$ cat config.mk
export PLATFORM = sky130hd
export DESIGN_NAME = ohlcv_candle_aggregator
export DESIGN_NICKNAME = d
export VERILOG_FILES = /design/src/sv/ocagg_pkg.sv /design/src/sv/ocagg_div.sv /design/src/sv/ohlcv_candle_aggregator.sv
export VERILOG_INCLUDE_DIRS = /design/src /design/src/sv
export SDC_FILE = /design/constraint.sdc
export NUM_CORES = 2
export LEC_CHECK = 0
export ABC_AREA = 1
export BUFFER_PORTS_ARGS = -buffer_cell sky130_fd_sc_hd__buf_2
export CORE_AREA = 2 2 377 286
export DETAILED_ROUTE_END_ITERATION = 7
export DIE_AREA = 0 0 379 288
export GPL_ROUTABILITY_DRIVEN = 1
export GPL_TIMING_DRIVEN = 0
export PLACE_DENSITY_LB_ADDON = 0.08
export SLEW_MARGIN = 30
export SYNTH_ARGS = -nofsm -noshare
export SYNTH_HDL_FRONTEND = slang
export SYNTH_SLANG_ARGS = --single-unit
$ cat constraint.sdc
create_clock -name clk -period 28.7 [get_ports clk]
set_input_delay 4.305 -clock clk [delete_from_list [all_inputs] [get_ports clk]]
set_output_delay 4.305 -clock clk [all_outputs]
set_load 0.005 [all_outputs]
$ cat src/sv/assert_macros.svh
// assertion helpers, clocked on clk with active-low rst_n
`ifndef ASSERT_MACROS_SVH
`define ASSERT_MACROS_SVH

// same-cycle implication
`define ASSERT_IMPL(lbl, ante, cons, msg) \
    lbl: assert property (@(posedge clk) disable iff (!rst_n) (ante) |-> (cons)) \
        else $error(msg);

// next-cycle implication
`define ASSERT_NEXT(lbl, ante, cons, msg) \
    lbl: assert property (@(posedge clk) disable iff (!rst_n) (ante) |=> (cons)) \
        else $error(msg);

`endif

$ cat src/sv/ocagg_pkg.sv
`timescale 1ns / 1ps
// ----------------------------------------------------------------------------
// ocagg_pkg
// shared widths, codes and defaults of the candle aggregator
// ----------------------------------------------------------------------------
package ocagg_pkg;

    localparam int TIME_W  = 44;
    localparam int PRICE_W = 32;
    localparam int SIZE_W  = 32;
    localparam int VOL_W   = 48;
    localparam int IV_W    = 32;
    localparam int ADDR_W  = 3;
    localparam int DATA_W  = 32;

    localparam int DEF_MAX_FILL = 63;

    localparam logic [IV_W-1:0] IV_RESET = 32'd60000;

    localparam logic OP_TRADE = 1'b0;
    localparam logic OP_TICK  = 1'b1;

    localparam logic ACT_APPEND  = 1'b0;
    localparam logic ACT_REPLACE = 1'b1;

    // register index taken from byte address bit 2
    localparam logic REG_INTERVAL = 1'b0;

endpackage

$ cat src/sv/ocagg_div.sv
`timescale 1ns / 1ps
// ----------------------------------------------------------------------------
// ocagg_div
// restoring divider, one quotient bit per cycle, time word by interval
// ----------------------------------------------------------------------------
`include "assert_macros.svh"

module ocagg_div
    import ocagg_pkg::*;
(
    input  logic              clk,
    input  logic              rst_n,
    input  logic              start,
    input  logic [TIME_W-1:0] dividend,
    input  logic [IV_W-1:0]   divisor,
    output logic              done,
    output logic [TIME_W-1:0] quotient,
    output logic [IV_W-1:0]   remainder
);

    localparam int CNT_W = $clog2(TIME_W);

    logic [TIME_W-1:0] quot_reg;
    logic [IV_W-1:0]   rem_reg;
    logic [IV_W-1:0]   div_reg;
    logic [CNT_W-1:0]  cnt_reg;
    logic              busy_reg;
    logic              done_reg;

    logic [IV_W:0] trial;
    logic [IV_W:0] diff;
    logic          ge;

    assign trial = {rem_reg, quot_reg[TIME_W-1]};
    assign ge    = (trial >= {1'b0, div_reg});
    assign diff  = trial - {1'b0, div_reg};

    always_ff @(posedge clk or negedge rst_n)
    begin
        if (!rst_n)
        begin
            busy_reg <= 1'b0;
            done_reg <= 1'b0;
            cnt_reg  <= '0;
        end
        else if (start)
        begin
            busy_reg <= 1'b1;
            done_reg <= 1'b0;
            cnt_reg  <= CNT_W'(TIME_W - 1);
            quot_reg <= dividend;
            rem_reg  <= '0;
            div_reg  <= divisor;
        end
        else if (busy_reg)
        begin
            quot_reg <= {quot_reg[TIME_W-2:0], ge};
            rem_reg  <= ge ? diff[IV_W-1:0] : trial[IV_W-1:0];
            if (cnt_reg == '0)
            begin
                busy_reg <= 1'b0;
                done_reg <= 1'b1;
            end
            else
            begin
                cnt_reg <= cnt_reg - 1'b1;
            end
        end
        else
        begin
            done_reg <= 1'b0;
        end
    end

    assign done      = done_reg;
    assign quotient  = quot_reg;
    assign remainder = rem_reg;

    `ASSERT_NEXT(a_start_busy, start, busy_reg && !done_reg, "divider did not start")
    `ASSERT_IMPL(a_done_idle, done_reg, !busy_reg, "divider done while busy")

endmodule

$ cat src/sv/ohlcv_candle_aggregator.sv
`timescale 1ns / 1ps
// a trade in a new first or current bucket gives a single result;
// a later bucket adds a second divide and the multiply and base steps,
// then one result per cycle while the output is not stalled
// one item at a time: the one-bit-per-cycle divider runs once or twice per item
// reset: interval_ms 60000, candle state and tick time cleared, no memories
// ----------------------------------------------------------------------------
// ohlcv_candle_aggregator
// builds ohlcv candles from trades and book ticks, with flat gap filling
// ----------------------------------------------------------------------------
`include "assert_macros.svh"

module ohlcv_candle_aggregator
    import ocagg_pkg::*;
#(
    parameter int MAX_FILL = DEF_MAX_FILL
)
(
    input  logic               clk,
    input  logic               rst_n,

    input  logic               psel,
    input  logic               penable,
    input  logic               pwrite,
    input  logic [ADDR_W-1:0]  paddr,
    input  logic [DATA_W-1:0]  pwdata,
    output logic [DATA_W-1:0]  prdata,
    output logic               pready,

    input  logic               in_valid,
    output logic               in_stall,
    input  logic               opcode,
    input  logic [TIME_W-1:0]  event_time_ms,
    input  logic [PRICE_W-1:0] trade_price,
    input  logic [SIZE_W-1:0]  trade_size,

    output logic               out_valid,
    input  logic               out_stall,
    output logic               action,
    output logic [TIME_W-1:0]  bucket_start_ms,
    output logic [PRICE_W-1:0] open_price,
    output logic [PRICE_W-1:0] high_price,
    output logic [PRICE_W-1:0] low_price,
    output logic [PRICE_W-1:0] close_price,
    output logic [VOL_W-1:0]   volume_total,
    output logic               last_of_run,
    output logic               gap_skipped
);

    localparam int CNT_W  = $clog2(MAX_FILL + 1);
    localparam int PROD_W = CNT_W + IV_W;

    typedef enum logic [2:0] {
        S_IDLE,
        S_DIV1,
        S_DECIDE,
        S_DIV2,
        S_MUL,
        S_BASE,
        S_EMIT
    } state_t;

    state_t state_reg;

    // configuration
    logic [IV_W-1:0] interval_reg;
    logic [IV_W-1:0] iv_eff;
    logic            cfg_wr;

    assign pready = 1'b1;
    assign cfg_wr = psel && penable && pwrite && (paddr[2] == REG_INTERVAL);
    assign prdata = (paddr[2] == REG_INTERVAL) ? interval_reg : '0;
    assign iv_eff = (interval_reg == '0) ? IV_W'(1) : interval_reg;

    always_ff @(posedge clk or negedge rst_n)
    begin
        if (!rst_n)
            interval_reg <= IV_RESET;
        else if (cfg_wr)
            interval_reg <= pwdata;
    end

    // candle state
    logic               started_reg;
    logic [TIME_W-1:0]  bucket_start_reg;
    logic [PRICE_W-1:0] open_reg;
    logic [PRICE_W-1:0] high_reg;
    logic [PRICE_W-1:0] low_reg;
    logic [PRICE_W-1:0] close_reg;
    logic [VOL_W-1:0]   volume_reg;
    logic [TIME_W-1:0]  last_tick_reg;

    // item and run registers
    logic               op_reg;
    logic [TIME_W-1:0]  t_reg;
    logic [PRICE_W-1:0] price_reg;
    logic [SIZE_W-1:0]  size_reg;
    logic [TIME_W-1:0]  target_reg;
    logic [CNT_W-1:0]   fill_reg;
    logic [CNT_W-1:0]   cnt_reg;
    logic               skip_reg;
    logic               final_act_reg;
    logic [PROD_W-1:0]  prod_reg;
    logic [TIME_W-1:0]  cur_time_reg;
    logic [PRICE_W-1:0] flat_reg;

    // divider
    logic              div_start_reg;
    logic [TIME_W-1:0] div_arg_reg;
    logic              div_done;
    logic [TIME_W-1:0] div_quot;
    logic [IV_W-1:0]   div_rem;

    ocagg_div u_div (
        .clk       (clk),
        .rst_n     (rst_n),
        .start     (div_start_reg),
        .dividend  (div_arg_reg),
        .divisor   (iv_eff),
        .done      (div_done),
        .quotient  (div_quot),
        .remainder (div_rem)
    );

    // output register
    logic               out_valid_reg;
    logic               act_out_reg;
    logic [TIME_W-1:0]  time_out_reg;
    logic [PRICE_W-1:0] open_out_reg;
    logic [PRICE_W-1:0] high_out_reg;
    logic [PRICE_W-1:0] low_out_reg;
    logic [PRICE_W-1:0] close_out_reg;
    logic [VOL_W-1:0]   vol_out_reg;
    logic               last_out_reg;
    logic               skip_out_reg;

    // helpers
    logic [TIME_W-1:0] gap_d;
    logic [TIME_W-1:0] cq;
    logic [VOL_W:0]    vol_sum;
    logic [VOL_W-1:0]  vol_next;
    logic              slot_free;
    logic              tick_new;
    logic              same_bucket;

    assign gap_d       = target_reg - bucket_start_reg;
    assign cq          = div_quot + TIME_W'(div_rem != '0);
    assign vol_sum     = {1'b0, volume_reg} + (VOL_W + 1)'(size_reg);
    assign vol_next    = vol_sum[VOL_W] ? {VOL_W{1'b1}} : vol_sum[VOL_W-1:0];
    assign slot_free   = !out_valid_reg || !out_stall;
    assign tick_new    = (t_reg > last_tick_reg);
    assign same_bucket = (target_reg == bucket_start_reg);

    always_ff @(posedge clk or negedge rst_n)
    begin
        if (!rst_n)
        begin
            state_reg        <= S_IDLE;
            started_reg      <= 1'b0;
            bucket_start_reg <= '0;
            open_reg         <= '0;
            high_reg         <= '0;
            low_reg          <= '0;
            close_reg        <= '0;
            volume_reg       <= '0;
            last_tick_reg    <= '0;
            div_start_reg    <= 1'b0;
            out_valid_reg    <= 1'b0;
            cnt_reg          <= '0;
            fill_reg         <= '0;
        end
        else
        begin
            if (out_valid_reg && !out_stall && (state_reg != S_EMIT))
                out_valid_reg <= 1'b0;

            unique case (state_reg)
                S_IDLE:
                begin
                    if (in_valid)
                    begin
                        op_reg        <= opcode;
                        t_reg         <= event_time_ms;
                        price_reg     <= trade_price;
                        size_reg      <= trade_size;
                        div_arg_reg   <= event_time_ms;
                        div_start_reg <= 1'b1;
                        state_reg     <= S_DIV1;
                    end
                end
                S_DIV1:
                begin
                    div_start_reg <= 1'b0;
                    if (div_done)
                    begin
                        target_reg <= t_reg - TIME_W'(div_rem);
                        state_reg  <= S_DECIDE;
                    end
                end
                S_DECIDE:
                begin
                    cnt_reg       <= '0;
                    fill_reg      <= '0;
                    skip_reg      <= 1'b0;
                    final_act_reg <= (op_reg == OP_TRADE && started_reg && same_bucket)
                                     ? ACT_REPLACE : ACT_APPEND;
                    if (op_reg == OP_TICK)
                    begin
                        if (tick_new)
                            last_tick_reg <= t_reg;
                        if (tick_new && started_reg && (target_reg > bucket_start_reg))
                        begin
                            div_arg_reg   <= gap_d;
                            div_start_reg <= 1'b1;
                            state_reg     <= S_DIV2;
                        end
                        else
                        begin
                            state_reg <= S_IDLE;
                        end
                    end
                    else if (!started_reg)
                    begin
                        started_reg      <= 1'b1;
                        bucket_start_reg <= target_reg;
                        open_reg         <= price_reg;
                        high_reg         <= price_reg;
                        low_reg          <= price_reg;
                        close_reg        <= price_reg;
                        volume_reg       <= VOL_W'(size_reg);
                        state_reg        <= S_EMIT;
                    end
                    else if (same_bucket)
                    begin
                        if (price_reg > high_reg)
                            high_reg <= price_reg;
                        if (price_reg < low_reg)
                            low_reg <= price_reg;
                        close_reg  <= price_reg;
                        volume_reg <= vol_next;
                        state_reg  <= S_EMIT;
                    end
                    else if (target_reg > bucket_start_reg)
                    begin
                        div_arg_reg   <= gap_d;
                        div_start_reg <= 1'b1;
                        state_reg     <= S_DIV2;
                    end
                    else
                    begin
                        state_reg <= S_IDLE;
                    end
                end
                S_DIV2:
                begin
                    div_start_reg <= 1'b0;
                    if (div_done)
                    begin
                        // fillers before the final candle of the run
                        if (op_reg == OP_TICK)
                        begin
                            skip_reg <= (cq > TIME_W'(MAX_FILL));
                            fill_reg <= (cq > TIME_W'(MAX_FILL)) ? CNT_W'(MAX_FILL - 1)
                                                                 : CNT_W'(cq - 1'b1);
                        end
                        else
                        begin
                            skip_reg <= (cq > TIME_W'(MAX_FILL + 1));
                            fill_reg <= (cq > TIME_W'(MAX_FILL + 1)) ? CNT_W'(MAX_FILL)
                                                                     : CNT_W'(cq - 1'b1);
                        end
                        state_reg <= S_MUL;
                    end
                end
                S_MUL:
                begin
                    prod_reg  <= PROD_W'(fill_reg) * PROD_W'(iv_eff);
                    state_reg <= S_BASE;
                end
                S_BASE:
                begin
                    cur_time_reg     <= target_reg - TIME_W'(prod_reg);
                    flat_reg         <= close_reg;
                    bucket_start_reg <= target_reg;
                    if (op_reg == OP_TICK)
                    begin
                        open_reg   <= close_reg;
                        high_reg   <= close_reg;
                        low_reg    <= close_reg;
                        volume_reg <= '0;
                    end
                    else
                    begin
                        open_reg   <= price_reg;
                        high_reg   <= price_reg;
                        low_reg    <= price_reg;
                        close_reg  <= price_reg;
                        volume_reg <= VOL_W'(size_reg);
                    end
                    state_reg <= S_EMIT;
                end
                S_EMIT:
                begin
                    if (slot_free)
                    begin
                        out_valid_reg <= 1'b1;
                        skip_out_reg  <= skip_reg;
                        if (cnt_reg == fill_reg)
                        begin
                            act_out_reg   <= final_act_reg;
                            time_out_reg  <= bucket_start_reg;
                            open_out_reg  <= open_reg;
                            high_out_reg  <= high_reg;
                            low_out_reg   <= low_reg;
                            close_out_reg <= close_reg;
                            vol_out_reg   <= volume_reg;
                            last_out_reg  <= 1'b1;
                            state_reg     <= S_IDLE;
                        end
                        else
                        begin
                            act_out_reg   <= ACT_APPEND;
                            time_out_reg  <= cur_time_reg;
                            open_out_reg  <= flat_reg;
                            high_out_reg  <= flat_reg;
                            low_out_reg   <= flat_reg;
                            close_out_reg <= flat_reg;
                            vol_out_reg   <= '0;
                            last_out_reg  <= 1'b0;
                            cur_time_reg  <= cur_time_reg + TIME_W'(iv_eff);
                            cnt_reg       <= cnt_reg + 1'b1;
                        end
                    end
                end
                default:
                begin
                    state_reg <= S_IDLE;
                end
            endcase
        end
    end

    assign in_stall        = (state_reg != S_IDLE);
    assign out_valid       = out_valid_reg;
    assign action          = act_out_reg;
    assign bucket_start_ms = time_out_reg;
    assign open_price      = open_out_reg;
    assign high_price      = high_out_reg;
    assign low_price       = low_out_reg;
    assign close_price     = close_out_reg;
    assign volume_total    = vol_out_reg;
    assign last_of_run     = last_out_reg;
    assign gap_skipped     = skip_out_reg;

    `ASSERT_IMPL(a_cnt_bound, state_reg == S_EMIT, cnt_reg <= fill_reg, "run count overrun")
    `ASSERT_NEXT(a_out_hold, out_valid && out_stall, out_valid && $stable(bucket_start_ms) && $stable(last_of_run), "stalled result changed")
    `ASSERT_NEXT(a_started_holds, started_reg, started_reg, "started cleared")
    `ASSERT_NEXT(a_bucket_mono, started_reg, bucket_start_reg >= $past(bucket_start_reg), "bucket moved back")

endmodule

-- Word-level counts from Yosys, hierarchy flattened
Cells that the tools add are included.
- add/sub/neg operators: 10
- $mul: 1
- $lt $le $gt $ge: 7
- equality and inequality tests: 26
- muxes and demuxes: 91
- bitwise gates (word level): 2
- reduce and logical (&&, ||, !) cells: 47
- operator list (cell ; count):
    32-bit two-way mux ; 23
    44-bit two-way mux ; 13
    44-bit case mux with 2 select lines ; 3
    32-bit case mux with 2 select lines ; 4
    48-bit two-way mux ; 4
    48-bit case mux with 2 select lines ; 1
    44-bit greater-than comparator ; 2
    6-bit two-way mux ; 9
    48-bit by 32-bit adder with 49-bit output ; 1
    44-bit by 1-bit adder with 44-bit output ; 1
    44-bit by 32-bit adder with 44-bit output ; 1
    44-bit == test ; 1
    44-bit by 6-bit greater-than comparator with 1-bit output (second input constant) ; 1
    44-bit by 7-bit greater-than comparator with 1-bit output (second input constant) ; 1
    44-bit by 32-bit subtractor with 44-bit output ; 1
    44-bit by 38-bit subtractor with 44-bit output ; 1
    44-bit subtractor ; 1
    6-bit by 32-bit multiplier with 38-bit output ; 1
    33-bit by 32-bit greater-or-equal comparator with 1-bit output ; 1
    32-bit greater-than comparator ; 1
    32-bit zero test ; 1
    32-bit less-than comparator ; 1
    32-bit nonzero test ; 1
    32-bit subtractor ; 1
    31 further kinds ; 109
- register bits after elaboration: 966
- output and inout bits: 258
- logic and storage cells: 224

-- Longest topological paths before layout
- depth in word-level cells: 7
- mapped depth: 28
- depth with buffers taken out: 27

-- Hierarchy
From an unflattened synthesis, not the netlist that was laid out.
- cells, all modules: 8232
- area total of the unflattened synthesis: 64545.7 µm²
- modules (own cells, without submodules) (module ; instances ; cells an instance ; area each (µm²) ; seq. area each (µm²)):
    ohlcv_candle_aggregator ; 1 ; 7176 ; 56728.2 ; 23961.7
    ocagg_div ; 1 ; 1056 ; 7817.5 ; 3443.3

-- Worst setup path before layout
No wires, ideal clock.
- path kind: input to register
- from: input out_stall
- to: register act_out_reg (netlist: action), enable pin
- arrival time: 19.458 ns
- path slack: 8.161 ns
- stages: 3
- path buffers: 0
- cells stage by stage: nand2_1 inv_1 nor3_1
- cells in the longest elaborated chain, start to end: 3
- ends and longest elaborated chain (element ; RTL line ; text):
    from (decl) ; ohlcv_candle_aggregator.sv:38 ; input logic out_stall,
    1-bit zero test ; ohlcv_candle_aggregator.sv:150 ; assign slot_free = !out_valid_reg || !out_stall;
    1-bit logical OR ; ohlcv_candle_aggregator.sv:150 ;
    3-bit AND reduction (no source line) ; - ;
    to (signal assigned) ; ohlcv_candle_aggregator.sv:310 ; act_out_reg <= final_act_reg;
    to (decl) ; ohlcv_candle_aggregator.sv:127 ; logic act_out_reg;
Every way passes these cells.
A chain may end at the register's enable or synchronous reset.

-- Worst setup path after layout
- from: input paddr[2]
- to: output prdata[23]
- cells in the longest elaborated chain, start to end: 1
- ends and longest elaborated chain (element ; RTL line ; text):
    from (decl) ; ohlcv_candle_aggregator.sv:25 ; input logic [ADDR_W-1:0] paddr,
    32-bit two-way mux ; ohlcv_candle_aggregator.sv:72 ; assign prdata = (paddr[2] == REG_INTERVAL) ? interval_reg : '0;
    to (decl) ; ohlcv_candle_aggregator.sv:27 ; output logic [DATA_W-1:0] prdata,
Every way passes these cells.

==> flow_summary_export.csv <==
group,metric,value,unit
cts,cts_setup_buffers,0,
synth,ys_seq_elements,966,
floorplan,die_x,379,um
place,dpl_cell_area,67400,um2
route,vias_per_cell,5.96,
synth,synth_largest_area_cell,"edfxtp_1",
cts,tritoncts,"built",
synth,synth_cells,7737,
synth,synthDistinctLibCells,61,
final_layout,layout_common_cells,"nand2_1 (1,711), inv_1 (1,259), nor2_1 (726), o21ai_0 (697), edfxtp_1 (644)",
cts,clockRootBuffer,"clkbuf_16",
cts,cts.clk_slew.worst_paths,0.07,ns
synth,avgSynthCellArea,8.12,um2
place,gp_congestion,1.04,
route,num_vias,58500,
flow_run,maxCapViolCount,0,
route,wl_per_cell,23.1,um
place,port_buffers,404,
route,drc,0,
route,dr.pass1.iters,7,
timing,clock.fmax,104,MHz
power_and_ir_drop,peakVddDrop,0.0000720,V
final_layout,drive_above_1_share,0.0922,
cts,cts_sinks,966,
timing,fin_crit_sh,0.336,
worst_setup_path,worstSetupPathType,"in2out",
cts,clkLatencyLatePin,0.74,ns
worst_setup_path,end_kind,"output port",
power_and_ir_drop,p_leak,33.3,nW
floorplan,design.die.area,109000,um2
route,routed_wl,226000,um
floorplan,rows,104,
final_layout,area_delta_synth_final,12.8,%
status,status,"complete, no violations",
grt,antenna_found_initial,16,
synth,synthFlopType,"edfxtp_1",
worst_setup_path,crit_required,24.40,ns
synth,seq_area_frac_synth,0.436,
timing,holdWs,0.442,ns
synth,synth_edf_count,644,
route,drtIter0Drc,8055,
floorplan,pin_count,409,
timing,grt_setup_unrepaired,"no",
floorplan,start_util,0.593,
worst_setup_path,crit_fanout,10,
cts,clk_path_buf_depth,3,
timing,slew_headroom,0.233,
place,place_inst,9629,
cts,numCtsBuffers,96,
synth,ys_warn_count,0,
grt,grt_pass1_vias,53800,
worst_setup_path,crit_path_start_kind,"input port",
timing,layout_min_cycle_time,9.65,ns
grt,grt_pass1_wl,329000,um
timing,hold_violations,0,
floorplan,die_h,288,um
final_layout,final_common_cell,"nand2_1",
synth,netlist.area_leader.share,0.308,
place,hpwl,183000,um
cts,htree_levels,3,
grt,overflow,0,
cts,cts_hold_buf,0,
grt,grt_usage,0.406,
route,ant_nets,0,
floorplan,core,106000,um2
final_layout,stdcell_count,9821,
final_layout,fin_area,70900,um2
worst_setup_path,cp.arrival,5.35,ns
timing,fin_skew,0.0460,ns
power_and_ir_drop,power.density,91.8,nW/um2
grt,grt_max_degree,83,
final_layout,fin_nets,8944,
synth,synthTopCellsByArea,"edfxtp_1 (31%), dfrtp_1 (13%), nand2_1 (10%)",
synth,syn_nets,8385,
timing,finalSetupViolCount,0,
synth,syn_area,62800,um2
min_path,hold_class,"reg2reg",
timing,slew_violations,0,
timing,tightest_slew,1.14,ns
synth,async_flop_share,0.333,
final_layout,final_util,0.669,
cts,cts_resized,0,
==> metal layers <==
| metal | track usage | wire length [um] | vias up |
|---|---|---|---|
| met1 | 0.609 | 95400 | 27900 |
| li1 | - | - | 26400 |
| met3 | 0.111 | 30300 | 509 |
| met2 | 0.555 | 90800 | 3641 |
| met5 | 0 | 54 | - |
| met4 | 0.158 | 9940 | 8 |
==> power by group <==
group	switching, mW	leakage (nW)	internal, mW
clock network	0.602	1.65	0.785
logic	2.12	21.8	0.873
registers	0.170	9.83	1.95
==> layout make-up <==
| class | instances | area [um2] |
|---|---|---|
| fillers | 8872 | 35100 |
| multi-input cells | 5255 | 29600 |
| flip-flops and latches | 966 | 27400 |
| inverters | 1267 | 4760 |
| repair buffers | 461 | 2730 |
| clock buffers | 127 | 2680 |
| well taps | 1431 | 1790 |
| plain buffers | 249 | 1080 |
| clock inverters | 55 | 737 |
| diodes | 10 | 25.0 |
==> cell usage after synthesis, types with 35 or more instances <==
| master | number |
|---|---|
| a21o_1 | 35 |
| a21oi_1 | 529 |
| a31oi_1 | 40 |
| clkbuf_1 | 191 |
| dfrtp_1 | 315 |
| edfxtp_1 | 644 |
| fa_1 | 127 |
| ha_1 | 370 |
| inv_1 | 1260 |
| nand2_1 | 1711 |
| nand3_1 | 327 |
| nand4_1 | 77 |
| nor2_1 | 731 |
| nor3_1 | 66 |
| nor4_1 | 35 |
| o21a_1 | 44 |
| o21ai_0 | 697 |
| o21ai_1 | 47 |
| xnor2_1 | 75 |
| xor2_1 | 100 |
==> path summary, 6_finish.rpt <==
path | startpoint | end | slack (ns) | depth (start not counted)
min in group asynchronous | rst_n | close_reg[19]$_DFFE_PN0P_ | 3.51 | 1
worst min-delay path | close_reg[23]$_DFFE_PN0P_ | flat_reg[23]$_DFFE_PP_ | 0.44 | 0
worst min register to register | close_reg[23]$_DFFE_PN0P_ | flat_reg[23]$_DFFE_PP_ | 0.44 | 0
max in group asynchronous | rst_n | volume_reg[17]$_DFFE_PN0P_ | 23.52 | 4
worst max-delay path | paddr[2] | prdata[23] | 19.05 | 4
worst max register to register | interval_reg[31]$_DFFE_PN0P_ | prod_reg[34]$_DFFE_PP_ | 21.47 | 21
==> critical path, cell delays in order <==
cell and delay, ns:
clkbuf_1 0.34, clkbuf_1 0.39, nor2_1 0.15, buf_2 0.15
==> metrics by stage <==
step	setup WS (ns)	TNS (ns)	total power, mW
2_1_floorplan	8.16	0	3.93
3_3_place_gp	-9.05	-2006.63	4.93
3_5_place_dp	18.92	0	4.99
4_1_cts	19.10	0	6.38
5_1_grt	18.99	0	6.82
6_report	19.05	0	6.50
==> logic make-up after synthesis <==
group | Yosys count | synth area share
fa+ha+maj | 497 | 0.114
buf+inv | 1516 | 0.0928
simple gates | 3045 | 0.200
compound gates | 1535 | 0.132
xor+xnor | 177 | 0.0249
flops | 966 | 0.436
other cells | 1 | 0.0000597
Power figures use the tool's default switching activity.
